**config.mk**
```make
export PLATFORM = sky130hd
export DESIGN_NAME = utf8_decoder_with_replacement_top
export DESIGN_NICKNAME = d
export VERILOG_FILES = /design/src/u8d_pkg.sv /design/src/u8d_front.sv /design/src/u8d_queue.sv /design/src/u8d_back.sv /design/src/utf8_decoder_with_replacement_top.sv
export SDC_FILE = /design/constraint.sdc
export NUM_CORES = 1
export LEC_CHECK = 0
export BUFFER_PORTS_ARGS = -buffer_cell sky130_fd_sc_hd__buf_2
export CORE_UTILIZATION = 50
export CTS_BUF_LIST = sky130_fd_sc_hd__clkbuf_2
export DETAILED_ROUTE_END_ITERATION = 16
export PLACE_DENSITY = 0.75
export SYNTH_ARGS = -nofsm -noshare
export SYNTH_HDL_FRONTEND = slang
export SYNTH_SLANG_ARGS = --single-unit
```
**constraint.sdc**
```tcl
create_clock -name clk -period 4.5 [get_ports clk]
set_clock_uncertainty 0.1 [all_clocks]
set_input_delay 0.675 -clock clk [delete_from_list [all_inputs] [get_ports clk]]
set_output_delay 0.675 -clock clk [all_outputs]
set_load 0.05 [all_outputs]
```
**src/u8d_pkg.sv**
```systemverilog
// Shared types, constants and a helper function for the UTF-8 decoder.
package u8d_pkg;

  // Default number of entries in the command queue between front and back.
  localparam int unsigned U8D_QUEUE_DEPTH = 4;

  localparam int unsigned CP_W = 21;
  localparam int unsigned REP_CNT_W = 3;

  localparam logic [CP_W-1:0] REPL_CHAR   = 21'd63;
  localparam logic [CP_W-1:0] MIN_CP_2B   = 21'h00080;
  localparam logic [CP_W-1:0] MIN_CP_3B   = 21'h00800;
  localparam logic [CP_W-1:0] MIN_CP_4B   = 21'h10000;
  localparam logic [CP_W-1:0] SURR_LO     = 21'h0D800;
  localparam logic [CP_W-1:0] SURR_HI     = 21'h0DFFF;
  localparam logic [CP_W-1:0] MAX_CP      = 21'h10FFFF;

  // Number of continuation bytes a lead byte asks for.
  localparam logic [1:0] NEED_NONE = 2'd0;
  localparam logic [1:0] NEED_ONE  = 2'd1;
  localparam logic [1:0] NEED_TWO  = 2'd2;
  localparam logic [1:0] NEED_THREE = 2'd3;

  // One queue entry: a run of replacement results, then an optional tail result.
  typedef struct packed {
    logic [REP_CNT_W-1:0] rep_count;
    logic                 has_tail;
    logic [CP_W-1:0]      tail_cp;
    logic                 tail_rep;
    logic                 tail_eot;
  } cmd_t;

  function automatic logic [1:0] needed(input logic [7:0] lead);
    logic [1:0] n;
    n = NEED_NONE;
    if ((lead & 8'he0) == 8'hc0) n = NEED_ONE;
    else if ((lead & 8'hf0) == 8'he0) n = NEED_TWO;
    else if ((lead & 8'hf8) == 8'hf0) n = NEED_THREE;
    return n;
  endfunction

endpackage

```
**src/u8d_front.sv**
```systemverilog
// Front end: takes text bytes, tracks the pending sequence and issues commands.
module u8d_front (
  input  logic          clk,
  input  logic          rst_n,
  input  logic          in_tvalid,
  output logic          in_tready,
  input  logic [7:0]    in_tdata,
  input  logic          q_full,
  output logic          q_push,
  output u8d_pkg::cmd_t q_cmd
);
  import u8d_pkg::*;

  logic [7:0]  held_lead_r, held_lead_nxt;
  logic [17:0] held_payload_r, held_payload_nxt;
  logic [1:0]  held_count_r, held_count_nxt;
  logic        pending_r, pending_nxt;

  logic        accepted;
  logic [1:0]  need;
  logic [1:0]  need_b;
  logic        is_cont;
  logic [2:0]  cnt;
  logic [17:0] payload_n;
  logic [CP_W-1:0] cp;
  logic        ok;
  logic        idle_path;
  cmd_t        cmd;

  assign in_tready = !q_full;
  assign accepted  = in_tvalid && in_tready;
  assign need      = needed(held_lead_r);
  assign need_b    = needed(in_tdata);
  assign is_cont   = (in_tdata[7:6] == 2'b10);
  assign cnt       = {1'b0, held_count_r} + 3'd1;
  assign payload_n = {held_payload_r[11:0], in_tdata[5:0]};

  // Assemble the completed code point and check it for the lead's length.
  always_comb begin
    cp = '0;
    ok = 1'b0;
    unique case (need)
      NEED_ONE: begin
        cp = {10'b0, held_lead_r[4:0], 6'b0} | {3'b0, payload_n};
        ok = cp >= MIN_CP_2B;
      end
      NEED_TWO: begin
        cp = {5'b0, held_lead_r[3:0], 12'b0} | {3'b0, payload_n};
        ok = (cp >= MIN_CP_3B) && ((cp < SURR_LO) || (cp > SURR_HI));
      end
      NEED_THREE: begin
        cp = {held_lead_r[2:0], payload_n};
        ok = (cp >= MIN_CP_4B) && (cp <= MAX_CP);
      end
      default: begin
        cp = '0;
        ok = 1'b0;
      end
    endcase
  end

  always_comb begin
    cmd              = '0;
    idle_path        = 1'b0;
    held_lead_nxt    = held_lead_r;
    held_payload_nxt = held_payload_r;
    held_count_nxt   = held_count_r;
    pending_nxt      = pending_r;
    if (pending_r) begin
      if (is_cont && (need != NEED_NONE)) begin
        if (cnt >= {1'b0, need}) begin
          if (ok) begin
            cmd.has_tail = 1'b1;
            cmd.tail_cp  = cp;
          end else begin
            cmd.rep_count = {1'b0, need} + 3'd1;
          end
          held_lead_nxt    = '0;
          held_payload_nxt = '0;
          held_count_nxt   = '0;
          pending_nxt      = 1'b0;
        end else begin
          held_payload_nxt = payload_n;
          held_count_nxt   = cnt[1:0];
        end
      end else begin
        // Interrupted sequence: one replacement per held byte, then decode afresh.
        cmd.rep_count    = cnt;
        held_lead_nxt    = '0;
        held_payload_nxt = '0;
        held_count_nxt   = '0;
        pending_nxt      = 1'b0;
        idle_path        = 1'b1;
      end
    end else begin
      idle_path = 1'b1;
    end

    if (idle_path) begin
      if (in_tdata == 8'h00) begin
        cmd.has_tail = 1'b1;
        cmd.tail_eot = 1'b1;
      end else if (!in_tdata[7]) begin
        cmd.has_tail = 1'b1;
        cmd.tail_cp  = {13'b0, in_tdata};
      end else if (need_b != NEED_NONE) begin
        held_lead_nxt    = in_tdata;
        held_payload_nxt = '0;
        held_count_nxt   = '0;
        pending_nxt      = 1'b1;
      end else begin
        cmd.has_tail = 1'b1;
        cmd.tail_cp  = REPL_CHAR;
        cmd.tail_rep = 1'b1;
      end
    end
  end

  assign q_cmd  = cmd;
  assign q_push = accepted && (cmd.has_tail || (cmd.rep_count != '0));

  always_ff @(posedge clk) begin
    if (!rst_n) begin
      held_lead_r    <= '0;
      held_payload_r <= '0;
      held_count_r   <= '0;
      pending_r      <= 1'b0;
    end else if (accepted) begin
      held_lead_r    <= held_lead_nxt;
      held_payload_r <= held_payload_nxt;
      held_count_r   <= held_count_nxt;
      pending_r      <= pending_nxt;
    end
  end

endmodule

```
**src/u8d_queue.sv**
```systemverilog
// Small command queue between the front end and the result expander.
module u8d_queue #(
  parameter int unsigned DEPTH = u8d_pkg::U8D_QUEUE_DEPTH
) (
  input  logic          clk,
  input  logic          rst_n,
  input  logic          push,
  input  u8d_pkg::cmd_t push_cmd,
  input  logic          pop,
  output logic          full,
  output logic          not_empty,
  output u8d_pkg::cmd_t head_cmd
);
  import u8d_pkg::*;

  localparam int unsigned PW = (DEPTH > 1) ? $clog2(DEPTH) : 1;
  localparam int unsigned CW = $clog2(DEPTH + 1);

  cmd_t          mem [DEPTH];
  logic [PW-1:0] wr_ptr_r, rd_ptr_r;
  logic [CW-1:0] count_r, count_nxt;
  logic          do_push, do_pop;

  assign full      = (count_r == CW'(DEPTH));
  assign not_empty = (count_r != '0);
  assign do_push   = push && !full;
  assign do_pop    = pop && not_empty;
  assign head_cmd  = mem[rd_ptr_r];

  always_comb begin
    count_nxt = count_r;
    if (do_push && !do_pop) count_nxt = count_r + CW'(1);
    else if (do_pop && !do_push) count_nxt = count_r - CW'(1);
  end

  always_ff @(posedge clk) begin
    if (do_push) mem[wr_ptr_r] <= push_cmd;
  end

  always_ff @(posedge clk) begin
    if (!rst_n) begin
      wr_ptr_r <= '0;
      rd_ptr_r <= '0;
      count_r  <= '0;
    end else begin
      count_r <= count_nxt;
      if (do_push) begin
        wr_ptr_r <= (wr_ptr_r == PW'(DEPTH - 1)) ? '0 : wr_ptr_r + PW'(1);
      end
      if (do_pop) begin
        rd_ptr_r <= (rd_ptr_r == PW'(DEPTH - 1)) ? '0 : rd_ptr_r + PW'(1);
      end
    end
  end

  a_count_bound: assert property (@(posedge clk) disable iff (!rst_n)
    count_r <= CW'(DEPTH)) else $error("queue count above depth");
  a_no_lost_push: assert property (@(posedge clk) disable iff (!rst_n)
    push |-> !full) else $error("command pushed into a full queue");
  a_count_step: assert property (@(posedge clk) disable iff (!rst_n)
    (do_push && !do_pop) |=> count_r == $past(count_r) + CW'(1))
    else $error("queue count did not follow a push");

endmodule

```
**src/u8d_back.sv**
```systemverilog
// Back end: expands queued commands into result items behind an output register.
module u8d_back (
  input  logic                       clk,
  input  logic                       rst_n,
  input  logic                       q_not_empty,
  input  u8d_pkg::cmd_t              q_head,
  output logic                       q_pop,
  output logic                       out_tvalid,
  input  logic                       out_tready,
  output logic [u8d_pkg::CP_W-1:0]   out_code_point,
  output logic                       out_replaced,
  output logic                       out_eot,
  output logic                       out_last
);
  import u8d_pkg::*;

  logic [REP_CNT_W-1:0] rep_done_r, rep_done_nxt;
  logic                 out_tvalid_r;
  logic [CP_W-1:0]      cp_r;
  logic                 rep_r, eot_r, last_r;
  logic                 load;
  logic                 in_reps;
  logic [CP_W-1:0]      cp_nxt;
  logic                 rep_nxt, eot_nxt, last_nxt;

  assign load    = q_not_empty && (!out_tvalid_r || out_tready);
  assign in_reps = rep_done_r < q_head.rep_count;

  always_comb begin
    if (in_reps) begin
      cp_nxt   = REPL_CHAR;
      rep_nxt  = 1'b1;
      eot_nxt  = 1'b0;
      last_nxt = ((rep_done_r + REP_CNT_W'(1)) == q_head.rep_count) && !q_head.has_tail;
    end else begin
      cp_nxt   = q_head.tail_cp;
      rep_nxt  = q_head.tail_rep;
      eot_nxt  = q_head.tail_eot;
      last_nxt = 1'b1;
    end
    rep_done_nxt = rep_done_r;
    if (load) rep_done_nxt = last_nxt ? '0 : rep_done_r + REP_CNT_W'(1);
  end

  assign q_pop = load && last_nxt;

  always_ff @(posedge clk) begin
    if (!rst_n) begin
      out_tvalid_r <= 1'b0;
      rep_done_r   <= '0;
    end else begin
      rep_done_r <= rep_done_nxt;
      if (load) out_tvalid_r <= 1'b1;
      else if (out_tready) out_tvalid_r <= 1'b0;
    end
  end

  always_ff @(posedge clk) begin
    if (load) begin
      cp_r   <= cp_nxt;
      rep_r  <= rep_nxt;
      eot_r  <= eot_nxt;
      last_r <= last_nxt;
    end
  end

  assign out_tvalid     = out_tvalid_r;
  assign out_code_point = cp_r;
  assign out_replaced   = rep_r;
  assign out_eot        = eot_r;
  assign out_last       = last_r;

endmodule

```
**src/utf8_decoder_with_replacement_top.sv**
```systemverilog
// Top level of the UTF-8 decoder with replacement characters.
//
// Usage: text bytes enter on the in_ stream, one byte per item; a zero byte
// ends the text. Decoded code points leave on the out_ stream. Each out item
// carries the code point in tdata, a replacement flag and an end-of-text flag
// in tuser, and tlast marks the final result caused by one input byte.
// A byte that only extends a pending multi-byte sequence yields no result; an
// invalid or interrupted sequence yields one '?' per byte it held.
// When the output is free, the edge that accepts a byte writes its command
// into the command queue, and the result then moves into the output register.
// Throughput: one byte per cycle while every byte yields at most one result;
// the result side emits one item per cycle while out_tready is high, so a
// byte that causes a burst of up to four results is emitted item by item,
// absorbed by the command queue between the decode front end and the result
// expander. Input stalls only when that queue is full.
// Reset (rst_n low, synchronous) drops any pending sequence and empties the
// queue and output register. When the receiver holds out_tready low, the
// output register keeps its item and the front keeps taking bytes until the
// queue fills.
module utf8_decoder_with_replacement_top #(
  parameter int unsigned QUEUE_DEPTH = u8d_pkg::U8D_QUEUE_DEPTH
) (
  input  logic        clk,
  input  logic        rst_n,
  input  logic        in_tvalid,
  output logic        in_tready,
  input  logic [7:0]  in_tdata,   // [7:0] text_byte
  output logic        out_tvalid,
  input  logic        out_tready,
  output logic [23:0] out_tdata,  // [20:0] code_point, [23:21] zero
  output logic [1:0]  out_tuser,  // [0] replaced, [1] end_of_text
  output logic        out_tlast
);
  import u8d_pkg::*;

  cmd_t            push_cmd, head_cmd;
  logic            push, pop, full, not_empty;
  logic [CP_W-1:0] code_point;
  logic            replaced, eot;

  // Front end: classifies each byte against the pending sequence.
  u8d_front u_front (
    .clk       (clk),
    .rst_n     (rst_n),
    .in_tvalid (in_tvalid),
    .in_tready (in_tready),
    .in_tdata  (in_tdata),
    .q_full    (full),
    .q_push    (push),
    .q_cmd     (push_cmd)
  );

  // Queue lets the front keep accepting while the back drains a burst.
  u8d_queue #(
    .DEPTH (QUEUE_DEPTH)
  ) u_queue (
    .clk       (clk),
    .rst_n     (rst_n),
    .push      (push),
    .push_cmd  (push_cmd),
    .pop       (pop),
    .full      (full),
    .not_empty (not_empty),
    .head_cmd  (head_cmd)
  );

  // Back end: one result item per cycle from the head command while out_tready is high.
  u8d_back u_back (
    .clk            (clk),
    .rst_n          (rst_n),
    .q_not_empty    (not_empty),
    .q_head         (head_cmd),
    .q_pop          (pop),
    .out_tvalid     (out_tvalid),
    .out_tready     (out_tready),
    .out_code_point (code_point),
    .out_replaced   (replaced),
    .out_eot        (eot),
    .out_last       (out_tlast)
  );

  assign out_tdata = {3'b000, code_point};
  assign out_tuser = {eot, replaced};

endmodule
```
* Yosys cells after proc, flatten, opt, wreduce, memory -nomap -nowiden
Memories as Yosys holds them, arrays and structs flattened. A register that Yosys moved wholly into a read port is not among the register bits.
Index checks and enable logic that the tools add are counted.
** Word-level totals
- Output and inout port bits :: 29
- Bits in writable memories :: 108
- Input port bits :: 12
- Word-level logic and storage cells :: 135
- Memories :: 1
- Flip-flop bits (word level) :: 64
** Cells by class
- Add/sub/neg operators :: 7
- Equal/unequal tests :: 14
- Bitwise logic cells :: 2
- Muxes and demuxes :: 63
- Reduce and logical (&&, ||, !) cells :: 27
- $lt $le $gt $ge :: 8
** Memories
- u_queue.mem :: depth 4, width 27, rd ports 1, clocked after Yosys merged registers in 1, write ports 1, RTL line u8d_queue.sv:19 : cmd_t mem [DEPTH];
** Operators by type and width (count)
- $mux W18 :: 7
- $mux W22 :: 4
- $pmux W21 S3 :: 1
- $mux W8 :: 7
- $mux W25 :: 2
- $mux W2 :: 17
- $mux W24 :: 1
- $mux W23 :: 1
- $ge A21 B12 Y1 const B :: 1
- $ge A21 B17 Y1 const B :: 1
- $ge A21 B8 Y1 const B :: 1
- $gt A21 B16 Y1 const B :: 1
- $le A21 B21 Y1 const B :: 1
- $lt A21 B16 Y1 const B :: 1
- $or A11 B18 Y18 :: 1
- $or A16 B18 Y18 :: 1
- $mux W1 :: 17
- $mux W3 :: 5
- $logic_and A1 B1 Y1 :: 12
- $eq A2 B2 Y1 const B :: 5
- $eq A5 B5 Y1 const B :: 2
- $eq A3 B3 Y1 const B :: 3
- $eq A4 B4 Y1 const B :: 2
- $logic_not A8 Y1 :: 1
- 13 further kinds :: 26

* Depth between registers and ports, before layout
Gate-level depths: netlist (run 1).
- Depth in word-level cells :: 21
- Mapped depth :: 18
- Mapped depth without buffers :: 17

* Hierarchy
Synthesis (run 1) repeated with hierarchy kept, for this count alone.
** Second synthesis, totals
- Cell total of the unflattened synthesis :: 473
- Area, all modules :: 7091.8 um^2
** By module, submodules not included
- u8d_queue :: seq. area each 3423.3 um^2, times used 1, cells an instance 192, area an instance 4425.5 um^2
- u8d_front :: seq. area each 460.4 um^2, times used 1, cells an instance 192, area an instance 1450.1 um^2
- u8d_back :: seq. area each 800.8 um^2, times used 1, cells an instance 83, area an instance 1174.9 um^2
- utf8_decoder_with_replacement_top :: seq. area each 0.0 um^2, times used 1, cells an instance 6, area an instance 41.3 um^2

* Least setup slack after synthesis (run 1)
No wires, ideal clock.
- Path type :: register -> register
- From :: register u_front.held_lead_r[5]
- To :: memory u_queue.mem[0][0] (netlist bit), enable pin
- Library setup time :: 0.414 ns
- Required time :: 3.986 ns
- Period minus slack after synthesis :: 3.862 ns
- Path slack :: 0.638 ns
- Buffers on the path :: 0
- Stages on the path, launching flop included :: 9
- Data arrival time :: 3.348 ns
- Cell sequence :: dfxtp_1 > nand3_1 > a21oi_1 > fa_1 > o31ai_1 > nor2_1 > nor4_1 > a311oi_4 > nor2b_1
** On the way
- Longest elaborated chain between the ends :: 19
- Elaborated cells between the ends (all ways) :: 32
- Those cells by class :: add/sub: 1; order compare: 1; eq/ne: 6; mux: 18; reduce/logical: 6
** RTL lines
- start: declaration :: RTL line u8d_front.sv:14 : logic [7:0] held_lead_r, held_lead_nxt;
- start signal: assignment :: RTL line u8d_front.sv:129 : held_lead_r <= held_lead_nxt;
- $eq A5 B5 Y1 :: RTL line u8d_pkg.sv:38 : else if ((lead & 8'hf8) == 8'hf0) n = NEED_THREE;
- $mux W2 :: RTL line u8d_pkg.sv:38
- $mux W2 :: RTL line u8d_pkg.sv:37 : else if ((lead & 8'hf0) == 8'he0) n = NEED_TWO;
- $mux W2 * :: RTL line u8d_pkg.sv:36 : if ((lead & 8'he0) == 8'hc0) n = NEED_ONE;
- $eq A2 B2 Y1 or $eq A2 B1 Y1 (tied branches) :: RTL line u8d_front.sv:42 : unique case (need)
- $pmux W1 S3 :: RTL line u8d_front.sv:42
- $mux W22 :: RTL line u8d_front.sv:72 : if (ok) begin
- $mux W25 :: RTL line u8d_front.sv:71 : if (cnt >= {1'b0, need}) begin
- (+3 left out)
- $mux W22 :: RTL line u8d_front.sv:103 : end else if (!in_tdata[7]) begin
- $mux W1 :: RTL line u8d_front.sv:100 : if (in_tdata == 8'h00) begin
- $mux W24 :: RTL line u8d_front.sv:99 : if (idle_path) begin
- $logic_or A1 B1 Y1 * :: RTL line u8d_front.sv:120 : assign q_push = accepted && (cmd.has_tail || (cmd.rep_count != '0));
- $logic_and A1 B1 Y1 * :: RTL line u8d_front.sv:120
- $logic_and A1 B1 Y1 * :: RTL line u8d_queue.sv:26 : assign do_push = push && !full;
- $mux W1 * :: RTL line u8d_queue.sv:37 : if (do_push) mem[wr_ptr_r] <= push_cmd;
- $mux W1 (implied by the code) * :: RTL line u8d_queue.sv:37
- end: declaration :: RTL line u8d_queue.sv:19
Mark *: on every way between the ends. The rest lies on a longest branch, timed or not.

* Worst setup path in the final report (run 1)
- From :: register u_front.held_lead_r[5]
- To :: register u_queue.count_r[2]
** On the way
- Longest elaborated chain between the ends :: 20
- Elaborated cells between the ends (all ways) :: 35
- Those cells by class :: add/sub: 1; order compare: 1; eq/ne: 6; mux: 17; reduce/logical: 10
** RTL lines
- $eq A5 B5 Y1 :: RTL line u8d_pkg.sv:38
- $mux W2 :: RTL line u8d_pkg.sv:38
- $mux W2 :: RTL line u8d_pkg.sv:37
- $mux W2 * :: RTL line u8d_pkg.sv:36
- $eq A2 B2 Y1 or $eq A2 B1 Y1 (tied branches) :: RTL line u8d_front.sv:42
- $pmux W1 S3 :: RTL line u8d_front.sv:42
- $mux W22 :: RTL line u8d_front.sv:72
- $mux W25 :: RTL line u8d_front.sv:71
- (+5 left out)
- $mux W24 :: RTL line u8d_front.sv:99
- $logic_or A1 B1 Y1 * :: RTL line u8d_front.sv:120
- $logic_and A1 B1 Y1 * :: RTL line u8d_front.sv:120
- $logic_and A1 B1 Y1 * :: RTL line u8d_queue.sv:26
- via u_queue.do_push :: RTL line u8d_queue.sv:22 : logic do_push, do_pop;
- $logic_not A1 Y1 :: RTL line u8d_queue.sv:33 : else if (do_pop && !do_push) count_nxt = count_r - CW'(1);
- $logic_and A1 B1 Y1 :: RTL line u8d_queue.sv:33
- $reduce_bool A2 Y1 (no source line)
- end signal: assignment :: RTL line u8d_queue.sv:46 : count_r <= count_nxt;
- end: declaration :: RTL line u8d_queue.sv:21 : logic [CW-1:0] count_r, count_nxt;
Mark *: on every way through the listed nets, which the timed path passes. The rest lies on a longest branch.
A chain may end at the register's enable or synchronous reset.

==> results of run 1 <==
synthesized netlist by cell type (2+ instances only):
| library cell | count |
|---|---|
| a21boi_1 | 2 |
| or2_1 | 2 |
| o22ai_1 | 4 |
| nor3_1 | 6 |
| dfxtp_1 | 36 |
| a32o_1 | 2 |
| and3_1 | 6 |
| inv_1 | 14 |
| nand3_1 | 15 |
| edfxtp_1 | 132 |
| nor4_1 | 2 |
| buf_2 | 5 |
| o21ai_1 | 3 |
| a21boi_0 | 8 |
| o21ai_0 | 7 |
| mux2i_1 | 4 |
| ha_1 | 12 |
| clkbuf_1 | 11 |
| nor2_1 | 27 |
| xor2_1 | 2 |
| mux4_2 | 26 |
| or4_1 | 3 |
| a21oi_1 | 20 |
| fa_1 | 2 |
| nor2b_1 | 41 |
| nor4_2 | 2 |
| buf_4 | 6 |
| and2_1 | 6 |
| or2_2 | 8 |
| nand2_1 | 25 |
| xnor2_1 | 3 |
| buf_6 | 2 |
| a22oi_1 | 13 |
power by group:
part | total (mW) | internal, mW | switching, mW
registers | 2.09 | 2.00 | 0.0909
clock network | 0.805 | 0.309 | 0.496
logic | 1.41 | 0.471 | 0.940
cell type report:
type                       count  area (um^2)
sequential                   168         4690
tap                          180          225
clock inverter                13          153
timing repair buffer          44          238
fill                        1100         6140
clock buffer                  19         95.1
antenna                        1         2.50
inverter                      14         52.6
multi-input combinational    272         2240
cell families (layout without fill, tap and decap cells):
family / Yosys count / count (layout) / share of synthesized area, %
other: 1 / 4 / 0.0529
XOR/XNOR: 6 / 6 / 0.848
AND/OR/NAND/NOR: 149 / 149 / 11.4
AO/OA/AOI/OAI: 69 / 69 / 7.05
adder cells (fa/ha/maj): 14 / 14 / 2.68
flip-flops: 168 / 168 / 66.1
buffers and inverters: 39 / 90 / 2.70
multiplexers: 31 / 31 / 9.20
state kept, by name (all words and copies together), names as in the netlist, 2 cells and up, named ones only:
name / cells
u_back.out_code_point: 21
u_back.rep_done_r: 3
u_front.held_count_r: 2
u_front.held_lead_r: 8
u_front.held_payload_r: 12
u_queue.count_r: 3
u_queue.mem: 108
u_queue.rd_ptr_r: 2
u_queue.wr_ptr_r: 2
placed cells by master (no fill, tap or decap), types with 8 or more instances in the layout:
cell / instances
dfxtp_1: 35
nor2_1: 27
nor2b_1: 37
buf_2: 37
or2_2: 8
clkbuf_2: 19
a21oi_1: 20
a21boi_0: 8
inv_1: 14
nand2_1: 25
a22oi_1: 13
edfxtp_1: 132
mux4_2: 26
nand3_1: 15
ha_1: 12
worst min-delay path: stages:
cell      delay [ns]
buf_2           0.14
nand2_1         0.06
a21boi_0        0.06
how the worst min path moves through the flow:
stage | start | endpoint | depth (start not counted) | slack, ns
floorplan | u_queue.rd_ptr_r[1] | flop | 2 | 0.35
global placement | u_queue.rd_ptr_r[1] | u_queue.rd_ptr_r[1] | 2 | 0.37
detailed placement | u_back.rep_done_r[1] | u_back.rep_done_r[1] | 2 | 0.39
CTS | out_tready | u_back.out_tvalid | 4 | 0.06
global route | in_tdata[1] | u_front.held_lead_r[1] | 3 | 0.09
finish | in_tdata[1] | u_front.held_lead_r[1] | 3 | 0.14
per-layer routing:
| layer | vias up | global-route usage, % |
|---|---|---|
| met5 | - | 0 |
| met3 | 12 | 4.98 |
| met1 | 2016 | 24.4 |
| li1 | 1874 | - |
| met2 | 124 | 31.6 |
| met4 | 0 | 5.63 |
metrics by stage:
step                      total power [mW]  hold WS, ns  setup WS, ns  cell area (um^2)
after floorplan                       3.25        0.355         0.638              7090
after global placement                3.51        0.368         0.574              7440
after detailed placement              3.56        0.389         0.467              7440
after CTS                             4.36       0.0639         0.431              7690
after global routing                  4.52       0.0859        0.0818              7690
final                                 4.31        0.144         0.388              7690
==> results.md, run 1 <==
* Via count at 4026
* Inserted Clock Buffers at 17
* Leading area contributor after synthesis: edfxtp_1
* Post-synthesis cell count at 477
* H-Tree Depth at 4
* RSZ-0062 raised after global routing: false
* WP data arrival at 4.66 ns
* Clk_lat worst skew at 0.70 ns
* GRT overflow at 0
* Die Height at 121 um
* CP Depth at 14
* Row cnt at 43
* CTS Hold Bufs at 0
* WL/cell at 18.1 um
* Root buf cell: clkbuf_2
* Setup bufs post-CTS at 0
* Power Density at 560 nW/um^2
* Met2 WL at 6.45 mm
* CTS resizes at 0
* Clk slew on worst S/H paths at 0.24 ns
* Post-synth EDFFs at 132
* CORE AREA at 13800 um^2
* Slowest-stage cell, CP: o31ai_1
* Layout cells sized above 1 at 23.4%
* Initial Util at 51.2%
* Antenna-violating nets left at 0
* Syn Std Cell Area at 7090 um^2
* Fmax at 243 MHz
* Mean Syn Cell Area at 14.9 um^2
* Fraction of the yosys area taken by sequential cells at 66.1%
* Initial antenna violation count at 1
* Detailed Place HPWL at 8.46 mm
* IO buf count at 37
* Setup crit end: u_queue.count_r[2]
* Crit Path Class: flop to flop
* Routed vias/inst at 5.66
* Worst VDD drop at 246 uV
* Delay-heaviest family, CP: compound AO/OA/AOI/OAI gates
* DRT Wirelength at 12.9 mm
* Distinct cells, synth at 53
* Reg2Reg Depth at 14
* Leak Pwr at 2.56 nW
* Global-route wire length before repair at 20.6 mm
* DP Cell Count at 678
* CTS tree: built
* Max transition margin at 25.0%
* Worst r2r dst: u_queue.count_r[2]
* Worst hold path class: input port to flop
* Metal-1 WL at 5.67 mm
* Register bit total from synthesis at 168
* Final slew viol count at 0
* Crit end category: flop
* CTS Buffer Depth at 2
* Outcome: completed
* Post-route core utilization at 55.6%
* Sum Neg Setup Slack at 0 ns
* Flop-to-flop setup slack at 0.39 ns
* Slew @ Worst Pin at 1.12 ns
* Ports at 41
* Startpoint types: flop
* DR iter-0 viols at 405
* Vias in the first global route at 4017
* Final Wtd Congestion at 0.930
* Sink Count at 168
* MaxCap Viol Count at 0
* Crit share post-route at 91.4%
* Die width at 121 um
* Worst path max stage delay at 0.58 ns
* Fin. Hold Viols at 0
* Drt first pass iters at 6
* Nets at 543
* # setup viols final at 0
* Area growth syn-to-layout at 8.55%
* Top cells by area, synth: edfxtp_1 (56%), dfxtp_1 (10%), mux4_2 (8.3%)
* CP Cell Sequence: nand3_1 > a21oi_1 > fa_1 > o31ai_1 > nor2_1 > nor4_1 > a311oi_4 > inv_1 > ha_1 > inv_1 > fa_1 > xor2_1 > or3_1 > a21boi_0
* CP bufs+invs at 2
* Die Area at 14700 um^2
* YS warnings at 0
* GRT Overall Usage at 18.9%
* Asr flop ratio synth at 0%
* DR DRC count at 0
* Met3 wire length at 584 um
* Primary FF master, synth: edfxtp_1
* Synth top area share at 55.9%
* CP max FO at 8
* Largest net degree at the start of global routing at 41
* Final instance count without filler cells at 711
* Minimum clock period at 4.11 ns
* Critical Path Source: u_front.held_lead_r[5]
* DR top layer: met4
* R2R Path Start: u_front.held_lead_r[5]
* Crit path required time at 5.05 ns
No activity file was read; power rests on OpenSTA's default activity.
==> inputs of run 2 (changes only) <==
BUFFER_PORTS_ARGS = default   (was -buffer_cell sky130_fd_sc_hd__buf_2)
DONT_BUFFER_PORTS = 1   (was default)
==> results.md, run 2 (synthesis gave the netlist of run 1 again) <==
* Initial antenna violation count at 0 (was 1)
* Power Density at 567 nW/um^2 (was 560 nW/um^2)
* DR DRC count at 0 (unchanged)
* Final Wtd Congestion at 0.891 (was 0.930)
* Inserted Clock Buffers at 17 (unchanged)
* Hold path cells at 1 (was 3)
* IO buf count at 0 (was 37)
* Final slew viol count at 0 (unchanged)
* Vias in the first global route at 3884 (was 4017)
* Fin. Hold Viols at 0 (unchanged)
* RSZ-0062 raised after global routing: false (unchanged)
* Largest net degree at the start of global routing at 41 (unchanged)
* GRT overflow at 0 (unchanged)
* Die width at 121 um (unchanged)
* Antenna-violating nets left at 0 (unchanged)
* Sink Count at 168 (unchanged)
* Most common cell after layout, fill and taps aside: edfxtp_1 (unchanged)
* Max transition margin at 30.8% (was 25.0%)
* Crit path required time at 5.07 ns (was 5.05 ns)
* CTS Hold Bufs at 8 (was 0)
* CTS tree: built (unchanged)
* CP Depth at 14 (unchanged)
* Clk slew on worst S/H paths at 0.24 ns (about the same)
* Clk_lat worst skew at 0.74 ns (was 0.70 ns)
* WP data arrival at 4.71 ns (was 4.66 ns)
* Initial Util at 51.2% (unchanged)
* Via count at 3956 (was 4026)
* Cell Area, Placed at 7260 um^2 (was 7440 um^2)
* Hold EP: u_queue.mem[2][8] (was u_front.held_lead_r[1])
* Layout cells sized above 1 at 18.0% (was 23.4%)
* Largest register by flop count: u_queue.mem (unchanged)
* CTS resizes at 0 (unchanged)
* MaxCap Viol Count at 0 (unchanged)
* Crit share post-route at 91.9% (was 91.4%)
* GRT Overall Usage at 20.2% (was 18.9%)
* Crit end category: flop (unchanged)
* WL/cell at 19.4 um (was 18.1 um)
* Final instance count without filler cells at 681 (was 711)
* DR iter-0 viols at 449 (was 405)
* Leak Pwr at 2.48 nW (was 2.56 nW)
* Worst r2r dst: u_queue.count_r[2] (unchanged)
* Die Area at 14700 um^2 (unchanged)
* Startpoint types: flop (unchanged)
* Global-route wire length before repair at 21.4 mm (was 20.6 mm)
* Commonest non-fill, non-tap cells in the layout: edfxtp_1 (132), nor2b_1 (37), dfxtp_1 (35) (was edfxtp_1 (132), nor2b_1 (37), buf_2 (37))
* Detailed Place HPWL at 8.45 mm (was 8.46 mm)
* Worst path max stage delay at 0.53 ns (was 0.58 ns)
* WHS at 0.0938 ns (was 0.144 ns)
* Worst VDD drop at 215 uV (was 246 uV)
* H-Tree Depth at 4 (unchanged)
* Delay-heaviest family, CP: compound AO/OA/AOI/OAI gates (unchanged)
* Flop-to-flop setup slack at 0.36 ns (was 0.39 ns)
* Area growth syn-to-layout at 7.70% (was 8.55%)
* Sum Neg Setup Slack at 0 ns (unchanged)
* Crit Path Class: flop to flop (unchanged)
* Worst hold path class: input port to flop (unchanged)
* CP max FO at 8 (unchanged)
* Routed vias/inst at 5.81 (was 5.66)
* Setup bufs post-CTS at 0 (unchanged)
* Post-route cell area at 7630 um^2 (was 7690 um^2)
* R2R Path Start: u_front.held_lead_r[5] (unchanged)
* DRT Wirelength at 13.2 mm (was 12.9 mm)
* Die Height at 121 um (unchanged)
* Row cnt at 43 (unchanged)
* CORE AREA at 13800 um^2 (unchanged)
* Minimum clock period at 4.14 ns (was 4.11 ns)
* DP Cell Count at 641 (was 678)
* Reg2Reg Depth at 14 (unchanged)
* Antenna cell count at 0 (was 1)
* Drt first pass iters at 5 (was 6)
* Slowest-stage cell, CP: o31ai_1 (unchanged)
* CP Cell Sequence: nand3_1 > a21oi_1 > fa_1 > o31ai_1 > nor2_1 > nor4_1 > a311oi_4 > inv_1 > ha_1 > inv_1 > fa_1 > xor2_1 > or3_1 > a21boi_0 (unchanged)
* Root buf cell: clkbuf_2 (unchanged)
* Fmax at 242 MHz (was 243 MHz)
* # setup viols final at 0 (unchanged)
* CP bufs+invs at 2 (unchanged)
* CTS Buffer Depth at 2 (unchanged)
* Post-route core utilization at 55.2% (was 55.6%)
* Slew @ Worst Pin at 1.03 ns (was 1.12 ns)
* Outcome: completed (unchanged)
* Ports at 41 (unchanged)
* Nets at 514 (was 543)
* Number of flip-flops under the largest register name at 108 (unchanged)
* Hold path start: in_tdata[7] (was in_tdata[1])
==> run 2: worst register-to-register path, delay by kind of cell, from the launching register on <==
family | cells | cell delay [ns]
buffers and inverters | 2 | 0.17
adders and majority gates | 3 | 1.05
xor gates and xnor gates | 1 | 0.18
and+or+nand+nor | 4 | 1.04
AOI/OAI and AO/OA | 4 | 1.06
DFF | 1 | 0.49
==> run 2: worst max-delay path by stage <==
stage                            from                  to
6_report       u_front.held_lead_r[5]  u_queue.count_r[2]
3_3_place_gp   u_front.held_lead_r[5]  u_queue.count_r[2]
5_1_grt        u_front.held_lead_r[5]  u_queue.count_r[2]
4_1_cts        u_front.held_lead_r[5]  u_queue.count_r[2]
2_1_floorplan  u_front.held_lead_r[5]   u_queue.mem[0][0]
3_5_place_dp   u_front.held_lead_r[5]  u_queue.count_r[2]
==> run 2: layout make-up <==
| type | count | area [um^2] |
|---|---|---|
| multi-input combinational | 272 | 2240 |
| timing repair buffer | 15 | 143 |
| sequential | 168 | 4690 |
| clock buffer | 17 | 85.1 |
| inverter | 14 | 52.6 |
| tap | 180 | 225 |
| fill | 1076 | 6200 |
| clock inverter | 15 | 200 |
==> run 2: through the flow <==
| step | total power [mW] | setup WS [ns] |
|---|---|---|
| detailed placement | 3.47 | 0.389 |
| floorplan | 3.25 | 0.638 |
| finish | 4.33 | 0.364 |
| global route | 4.54 | 0.0120 |
| CTS | 4.37 | 0.371 |
| global placement | 3.41 | 0.548 |
==> run 2: layer usage <==
metal  vias up  routed length, um  global-route usage (%)
met3        20                743                    5.26
met1      1980               5730                    27.1
met4         0                252                    8.49
met2       146               6490                    31.5
li1       1810                  -                       -
met5         -                  0                       0
==> run 2: power by group <==
part	total, mW	internal, mW	switching, mW	leakage (nW)
clock	0.901	0.369	0.532	0.162
sequential	2.47	2.01	0.460	1.50
combinational	0.954	0.407	0.548	0.812
